==> src/dcrle_pkg.sv <==
// Shared types and constants for the DCT coefficient run-length encoder.
// No dependencies; imported by every module of the block.
`default_nettype none

package dcrle_pkg;

  localparam int COEFF_W = 16;
  localparam int RUN_W   = 6;
  localparam int VALUE_W = 17;
  localparam int KIND_W  = 2;
  localparam logic [RUN_W-1:0] RUN_MAX = 6'd63;

  typedef enum logic [KIND_W-1:0] {
    KIND_DC  = 2'd0,
    KIND_AC  = 2'd1,
    KIND_EOB = 2'd2
  } kind_t;

  typedef struct packed {
    kind_t                      kind;
    logic [RUN_W-1:0]           run;
    logic signed [VALUE_W-1:0]  value;
    logic                       last;
  } result_t;

  // Up to two results pushed into the result queue in one cycle.
  typedef struct packed {
    logic [1:0] cnt;
    result_t    res0;
    result_t    res1;
  } push_t;

endpackage

`default_nettype wire

==> src/dcrle_encode.sv <==
// Input register, predictor/position state and result formation.
// Depends on dcrle_pkg.
`default_nettype none

module dcrle_encode #(
  parameter int BLOCK_COEFFS = 64
) (
  input  wire logic                          clk,
  input  wire logic                          rst_n,
  input  wire logic                          in_valid,
  output logic                               in_ready,
  input  wire logic [dcrle_pkg::COEFF_W-1:0] in_coeff,
  input  wire logic                          in_start_of_image,
  input  wire logic                          can_push,
  output dcrle_pkg::push_t                   push
);
  import dcrle_pkg::*;

  localparam int PW = $clog2(BLOCK_COEFFS);
  localparam logic [PW-1:0] END_POS = PW'(BLOCK_COEFFS - 1);

  logic                item_vld_r;
  logic [COEFF_W-1:0]  coeff_r;
  logic                sof_r;
  logic [PW-1:0]       pos_r, pos_nxt;
  logic [RUN_W-1:0]    zrun_r, zrun_nxt;
  logic [COEFF_W-1:0]  prev_dc_r, prev_dc_nxt;
  logic                first_r, first_nxt;

  logic [PW-1:0]       pos_eff;
  logic [RUN_W-1:0]    zrun_eff;
  logic [COEFF_W-1:0]  prev_eff;
  logic                first_eff;
  logic signed [VALUE_W-1:0] c_ext, prev_ext;
  logic                at_dc, at_end, coeff_nz, has_first;
  result_t             dc_res, ac_res, eob_res, res0, res1;
  logic [1:0]          n_res;
  logic                advance, load;

  assign advance  = item_vld_r && can_push;
  assign in_ready = !item_vld_r || can_push;
  assign load     = in_valid && in_ready;

  always_comb begin
    // start of image wipes the state ahead of this coefficient
    pos_eff   = sof_r ? '0 : pos_r;
    zrun_eff  = sof_r ? '0 : zrun_r;
    prev_eff  = sof_r ? '0 : prev_dc_r;
    first_eff = sof_r ? 1'b1 : first_r;

    c_ext    = $signed({coeff_r[COEFF_W-1], coeff_r});
    prev_ext = $signed({prev_eff[COEFF_W-1], prev_eff});
    at_dc    = (pos_eff == '0);
    at_end   = (pos_eff == END_POS);
    coeff_nz = (coeff_r != '0);
    has_first = at_dc || coeff_nz;

    dc_res.kind  = KIND_DC;
    dc_res.run   = '0;
    dc_res.value = first_eff ? c_ext : c_ext - prev_ext;
    dc_res.last  = !at_end;

    ac_res.kind  = KIND_AC;
    ac_res.run   = zrun_eff;
    ac_res.value = c_ext;
    ac_res.last  = !at_end;

    eob_res.kind  = KIND_EOB;
    eob_res.run   = '0;
    eob_res.value = '0;
    eob_res.last  = 1'b1;

    if (has_first) begin
      res0  = at_dc ? dc_res : ac_res;
      res1  = eob_res;
      n_res = at_end ? 2'd2 : 2'd1;
    end else begin
      res0  = eob_res;
      res1  = eob_res;
      n_res = at_end ? 2'd1 : 2'd0;
    end

    push.cnt  = advance ? n_res : 2'd0;
    push.res0 = res0;
    push.res1 = res1;

    pos_nxt = at_end ? '0 : pos_eff + 1'b1;
    if (at_end || at_dc || coeff_nz) begin
      zrun_nxt = '0;
    end else if (zrun_eff < RUN_MAX) begin
      zrun_nxt = zrun_eff + 1'b1;
    end else begin
      zrun_nxt = zrun_eff;
    end
    prev_dc_nxt = at_dc ? coeff_r : prev_eff;
    first_nxt   = at_dc ? 1'b0 : first_eff;
  end

  always_ff @(posedge clk) begin
    if (!rst_n) begin
      item_vld_r <= 1'b0;
      pos_r      <= '0;
      zrun_r     <= '0;
      prev_dc_r  <= '0;
      first_r    <= 1'b1;
    end else begin
      if (load) begin
        item_vld_r <= 1'b1;
      end else if (advance) begin
        item_vld_r <= 1'b0;
      end
      if (advance) begin
        pos_r     <= pos_nxt;
        zrun_r    <= zrun_nxt;
        prev_dc_r <= prev_dc_nxt;
        first_r   <= first_nxt;
      end
    end
  end

  always_ff @(posedge clk) begin
    if (load) begin
      coeff_r <= in_coeff;
      sof_r   <= in_start_of_image;
    end
  end

endmodule

`default_nettype wire

==> src/dcrle_res_fifo.sv <==
// Four-entry result queue: up to two results in a cycle, one out on ready.
// Depends on dcrle_pkg.
`default_nettype none

module dcrle_res_fifo (
  input  wire logic                          clk,
  input  wire logic                          rst_n,
  input  dcrle_pkg::push_t                   push,
  output logic                               can_push,
  output logic                               out_valid,
  input  wire logic                          out_ready,
  output logic [dcrle_pkg::KIND_W-1:0]       out_kind,
  output logic [dcrle_pkg::RUN_W-1:0]       out_run,
  output logic signed [dcrle_pkg::VALUE_W-1:0] out_value,
  output logic                               out_last
);
  import dcrle_pkg::*;

  localparam int DEPTH = 4;
  localparam int AW    = $clog2(DEPTH);

  result_t         mem [DEPTH];
  logic [AW-1:0]   wr_ptr_r, rd_ptr_r;
  logic [AW:0]     count_r, count_nxt;
  logic            pop;
  result_t         head;

  assign out_valid = (count_r != '0);
  assign pop       = out_valid && out_ready;
  // room for a worst-case pair regardless of the output side
  assign can_push  = (count_r <= (AW+1)'(DEPTH - 2));
  assign count_nxt = count_r + (AW+1)'(push.cnt) - (AW+1)'(pop);

  assign head      = mem[rd_ptr_r];
  assign out_kind  = head.kind;
  assign out_run   = head.run;
  assign out_value = head.value;
  assign out_last  = head.last;

  always_ff @(posedge clk) begin
    if (!rst_n) begin
      wr_ptr_r <= '0;
      rd_ptr_r <= '0;
      count_r  <= '0;
    end else begin
      wr_ptr_r <= wr_ptr_r + AW'(push.cnt);
      if (pop) begin
        rd_ptr_r <= rd_ptr_r + 1'b1;
      end
      count_r <= count_nxt;
    end
  end

  always_ff @(posedge clk) begin
    if (push.cnt != 2'd0) begin
      mem[wr_ptr_r] <= push.res0;
    end
    if (push.cnt == 2'd2) begin
      mem[wr_ptr_r + 1'b1] <= push.res1;
    end
  end

endmodule

`default_nettype wire

==> src/dct_coeff_run_length_encoder.sv <==
// DCT coefficient run-length encoder, top level.
// Depends on dcrle_pkg, dcrle_encode and dcrle_res_fifo.
//
// Takes one zigzag-ordered quantized coefficient per transaction, one per
// cycle, and emits JPEG-style results: a DC difference (raw DC on the first
// block after reset or start of image), a run/value pair per nonzero AC
// coefficient, and an end-of-block marker after coefficient BLOCK_COEFFS-1.
// Zero AC coefficients produce no result, but a zero final one still yields
// the end of block; the final coefficient can produce two (AC pair then end of
// block), with last set on the end of block, not the pair; other results set it.
// An item is registered on entry, encoded and written into a four-entry
// result queue; out_valid rises once the queue holds its result, and the write
// waits while can_push is low. Input sustains one coefficient per cycle; the
// queue drains one result per cycle, so the rate is set by the output side:
// ready drops only when the queue could not absorb a two-result item.
`default_nettype none

module dct_coeff_run_length_encoder #(
  parameter int BLOCK_COEFFS = 64
) (
  input  wire logic                              clk,
  input  wire logic                              rst_n,
  input  wire logic                              in_valid,
  output logic                                   in_ready,
  input  wire logic [dcrle_pkg::COEFF_W-1:0]     in_coeff,
  input  wire logic                              in_start_of_image,
  output logic                                   out_valid,
  input  wire logic                              out_ready,
  output logic [dcrle_pkg::KIND_W-1:0]           out_kind,
  output logic [dcrle_pkg::RUN_W-1:0]            out_run,
  output logic signed [dcrle_pkg::VALUE_W-1:0]   out_value,
  output logic                                   out_last
);
  import dcrle_pkg::*;

  push_t push;
  logic  can_push;

  dcrle_encode #(
    .BLOCK_COEFFS(BLOCK_COEFFS)
  ) u_encode (
    .clk               (clk),
    .rst_n             (rst_n),
    .in_valid          (in_valid),
    .in_ready          (in_ready),
    .in_coeff          (in_coeff),
    .in_start_of_image (in_start_of_image),
    .can_push          (can_push),
    .push              (push)
  );

  dcrle_res_fifo u_res_fifo (
    .clk       (clk),
    .rst_n     (rst_n),
    .push      (push),
    .can_push  (can_push),
    .out_valid (out_valid),
    .out_ready (out_ready),
    .out_kind  (out_kind),
    .out_run   (out_run),
    .out_value (out_value),
    .out_last  (out_last)
  );

endmodule

`default_nettype wire
==> config.mk <==
export PLATFORM = sky130hd
export DESIGN_NAME = dct_coeff_run_length_encoder
export DESIGN_NICKNAME = d
export VERILOG_FILES = /design/src/dcrle_pkg.sv /design/src/dcrle_encode.sv /design/src/dcrle_res_fifo.sv /design/src/dct_coeff_run_length_encoder.sv
export SDC_FILE = /design/constraint.sdc
export NUM_CORES = 1
export LEC_CHECK = 0
export BUFFER_PORTS_ARGS = -buffer_cell sky130_fd_sc_hd__buf_2
export CAP_MARGIN = 20
export CORE_MARGIN = 4
export CORE_UTILIZATION = 50
export DETAILED_ROUTE_END_ITERATION = 8
export GPL_ROUTABILITY_DRIVEN = 0
export HOLD_SLACK_MARGIN = 0.05
export PLACE_DENSITY = 0.68
export SETUP_SLACK_MARGIN = 0.3
export SLEW_MARGIN = 20
export SYNTH_ARGS = -nofsm -noshare
export SYNTH_HDL_FRONTEND = slang
export SYNTH_SLANG_ARGS = --single-unit
==> constraint.sdc <==
create_clock -name clk -period 3.6 [get_ports clk]
set_input_delay 0.18 -clock clk [delete_from_list [all_inputs] [get_ports clk]]
set_output_delay 0.18 -clock clk [all_outputs]
set_load 0.01 [all_outputs]
==> out/metrics.cfg <==
[cells_and_area]
multi_input_area_um2=4119
fin_area_um2=8942
synthToLayoutAreaGrowth_pct=15.48
fillers=1327
final_cells=1100
drive_above_1_share=0.1700
antenna_cells=0
final_nets=948
seq_area_um2=3374

[pwr]
combPwrFrac=0.278
power_leakage_nw=3.355
power_frac_seq=0.417
vdd_drop_max_mv=0.5884
p_int_w=0.004056
p_clk_frac=0.305
powerDensity_nw_per_um2=669.3
p_sw_w=0.001929
sw_frac_of_total=0.3223

[drt]
ant_nets=0
wl_um=19310
wire_per_inst_um=17.55
first_pass_iters=8
viasPerCell=5.815
drtIter0Drc=552
vias=6397
drc=0

[cts]
clock-sinks=160
cts.root.buffer_cell=clkbuf_16
clockBufferDepth=2
cts_tree=done
path_clk_slew_ns=0.07
cts_made_buffers=17
clock_latency_ns=0.44
htree_levels=4

[sta]
max_slew_margin=0.3786
drv_slew=0
setup_violations=0
finalWorstSetupSlack_ns=0.4998
max_clock_freq_mhz=322.6
period_needed_ns=3.100
final-hold-violation-count=0
tns_ns=0
rsz0062_at_grt=true
tightest_slew_ns=0.9320
fin_crit_sh=0.8612
finClkSkew_ns=0.01224

[place]
io_buffers=48
dp_hpwl_um=12540
dp_slack_ns=0.3480
placed_area_um2=8115
place_inst=1047

[die]
start_util=0.5094
io_pins=49
die-width_um=132.5
die_h_um=132.5
rows=45
core-area_um2=15200
dieArea_um2=17540

[yosys]
synthArstFlopShare=0
synth-edff-count=17
ys_ff_latch=160
syn_inst=848
synth_nets=897
synthFlopType=dfxtp_1
yosysSeqAreaShare=0.4356
synthesis.area_um2=7744
synth_cell_types=65
synth_area_per_cell_um2=9.132
yosys_warnings=0

[grt]
grt_pass1_wl_um=31250
grt_pass1_vias=5973
grt.total_usage=0.2220
gr-total-overflow=0
grt_start_max_net_pins=39
antenna_found_initial=0

[worst_setup_path]
worstPathArrival_ns=3.43
cp-end-kind=register
cp_max_fo=35
worst_setup_path_start_kind=register
critPathRequiredTime_ns=3.93
critical_path_class=reg2reg

[run]
maxCapViolCount=0

[run_status]
status=complete, no violations

[worst_hold_path]
hp-class=in2reg

[metrics by stage]
stage          hold slack, ns  total power [W]  utilization
6_report               0.2403         0.005985       0.5882
3_5_place_dp           0.3581         0.004157       0.5338
2_1_floorplan          0.2789         0.003657            -
3_3_place_gp           0.3563         0.004123       0.5338
4_1_cts                0.2561         0.005999       0.5848
5_1_grt                0.2910         0.006309       0.5882
[critical path, cell delays in order, from the launching register on]
cell and delay (ns):
edfxtp_1 0.51, nor4_1 0.37, and4_1 0.36, nand2_2 0.16, ha_2 0.48, nor2_1 0.07, nor2_1 0.22, and3_1 0.21
buf_6 0.27, nor2_1 0.07, a311oi_1 0.26
[layer usage]
metal  vias up  global-route usage  routed length, um
met4         0             0.06062                275
met3        25             0.04943               1267
li1       3153                   -                  -
met1      3010              0.3149               8914
met2       209              0.3443               8849
met5         -                   0                  0
[registers in the layout, indices dropped and copies added (netlist names), named ones only]
name and flops:
u_encode.coeff_r 16, u_encode.first_r 1, u_encode.item_vld_r 1, u_encode.pos_r 6, u_encode.prev_dc_r 16, u_encode.sof_r 1, u_encode.zrun_r 6, u_res_fifo.count_r 3
u_res_fifo.mem 104, u_res_fifo.rd_ptr_r 2, u_res_fifo.wr_ptr_r 2
[Yosys cell counts, drive strengths merged, types with 17 or more instances]
| library cell | n | share of area |
|---|---|---|
| a211oi | 27 | 0.027 |
| a21oi | 87 | 0.057 |
| a22oi | 18 | 0.017 |
| buf | 21 | 0.014 |
| clkbuf | 32 | 0.016 |
| dfxtp | 143 | 0.37 |
| edfxtp | 17 | 0.066 |
| ha | 26 | 0.042 |
| mux4 | 26 | 0.076 |
| nand2 | 95 | 0.047 |
| nand2b | 23 | 0.019 |
| nor2 | 97 | 0.048 |
| nor2b | 23 | 0.019 |
| o21ai | 56 | 0.037 |
[layout by cell type, fill, tap and decap left out, types with 7 or more instances in the layout]
cell and instances:
and2_1 12, nand2_1 91, inv_1 14, a21boi_0 9
dlygate4sd3_1 18, xor2_1 7, o21ai_0 51, buf_4 18
a211oi_1 26, nand3_1 8, nor2_1 94, o211ai_1 14
a31oi_1 9, nor2b_1 22, dfxtp_1 142, mux4_2 26
nand2b_1 23, buf_2 48, a22oi_1 18, nor3_1 11
xnor2_1 10, ha_1 25, clkbuf_16 18, a21oi_1 84
edfxtp_1 17
[repair_timing]
| item | in CTS | in global routing |
|---|---|---|
| setup endpoints to repair | 0 | 76 |
| hold buffers | 18 | 0 |
| gates resized for setup | 0 | 9 |
| endpoints found under the hold margin | 18 | 0 |
| buffers inserted | 0 | 3 |
[final cells by class]
class / count / share of cell area
Sequential cell: 160 / 0.3774
Tap cell: 188 / 0.02630
Inverter: 14 / 0.005877
Clock inverter: 13 / 0.01567
Timing Repair Buffer: 85 / 0.06338
Multi-Input combinational cell: 621 / 0.4606
Clock buffer: 19 / 0.05079
[path summary, 6_finish.rpt]
| path | from | to | slack (ns) | cells past startpoint |
|---|---|---|---|---|
| setup / recovery | u_encode.coeff_r[10] | u_res_fifo.mem[3][15] | 0.50 | 10 |
| hold / removal | rst_n | u_encode.first_r | 0.24 | 2 |
| setup reg to reg | u_encode.coeff_r[10] | u_res_fifo.mem[3][15] | 0.50 | 10 |
| hold reg to reg | u_res_fifo.mem[1][18] | u_res_fifo.mem[1][18] | 0.46 | 2 |
[power by group through the flow]
stage / combinational [W] / clock, W / sequential, W
final: 0.00166 / 0.00183 / 0.00249
after global routing: 0.00184 / 0.00193 / 0.00254
after CTS: 0.00166 / 0.00185 / 0.00249
after detailed placement: 0.00164 / 0 / 0.00252
after global placement: 0.00161 / 0 / 0.00251
after floorplan: 0.00126 / 0 / 0.00240
[kinds of logic after synthesis]
logic type / Yosys count / synth area share
AND/OR/NAND/NOR: 302 / 0.1865
AO/OA/AOI/OAI: 246 / 0.1965
flip-flops: 160 / 0.4356
buffers and inverters: 67 / 0.03668
multiplexers: 28 / 0.07836
adder cells (fa/ha/maj): 28 / 0.04718
XOR/XNOR: 17 / 0.01923
(Power assumes the default switching activity.)
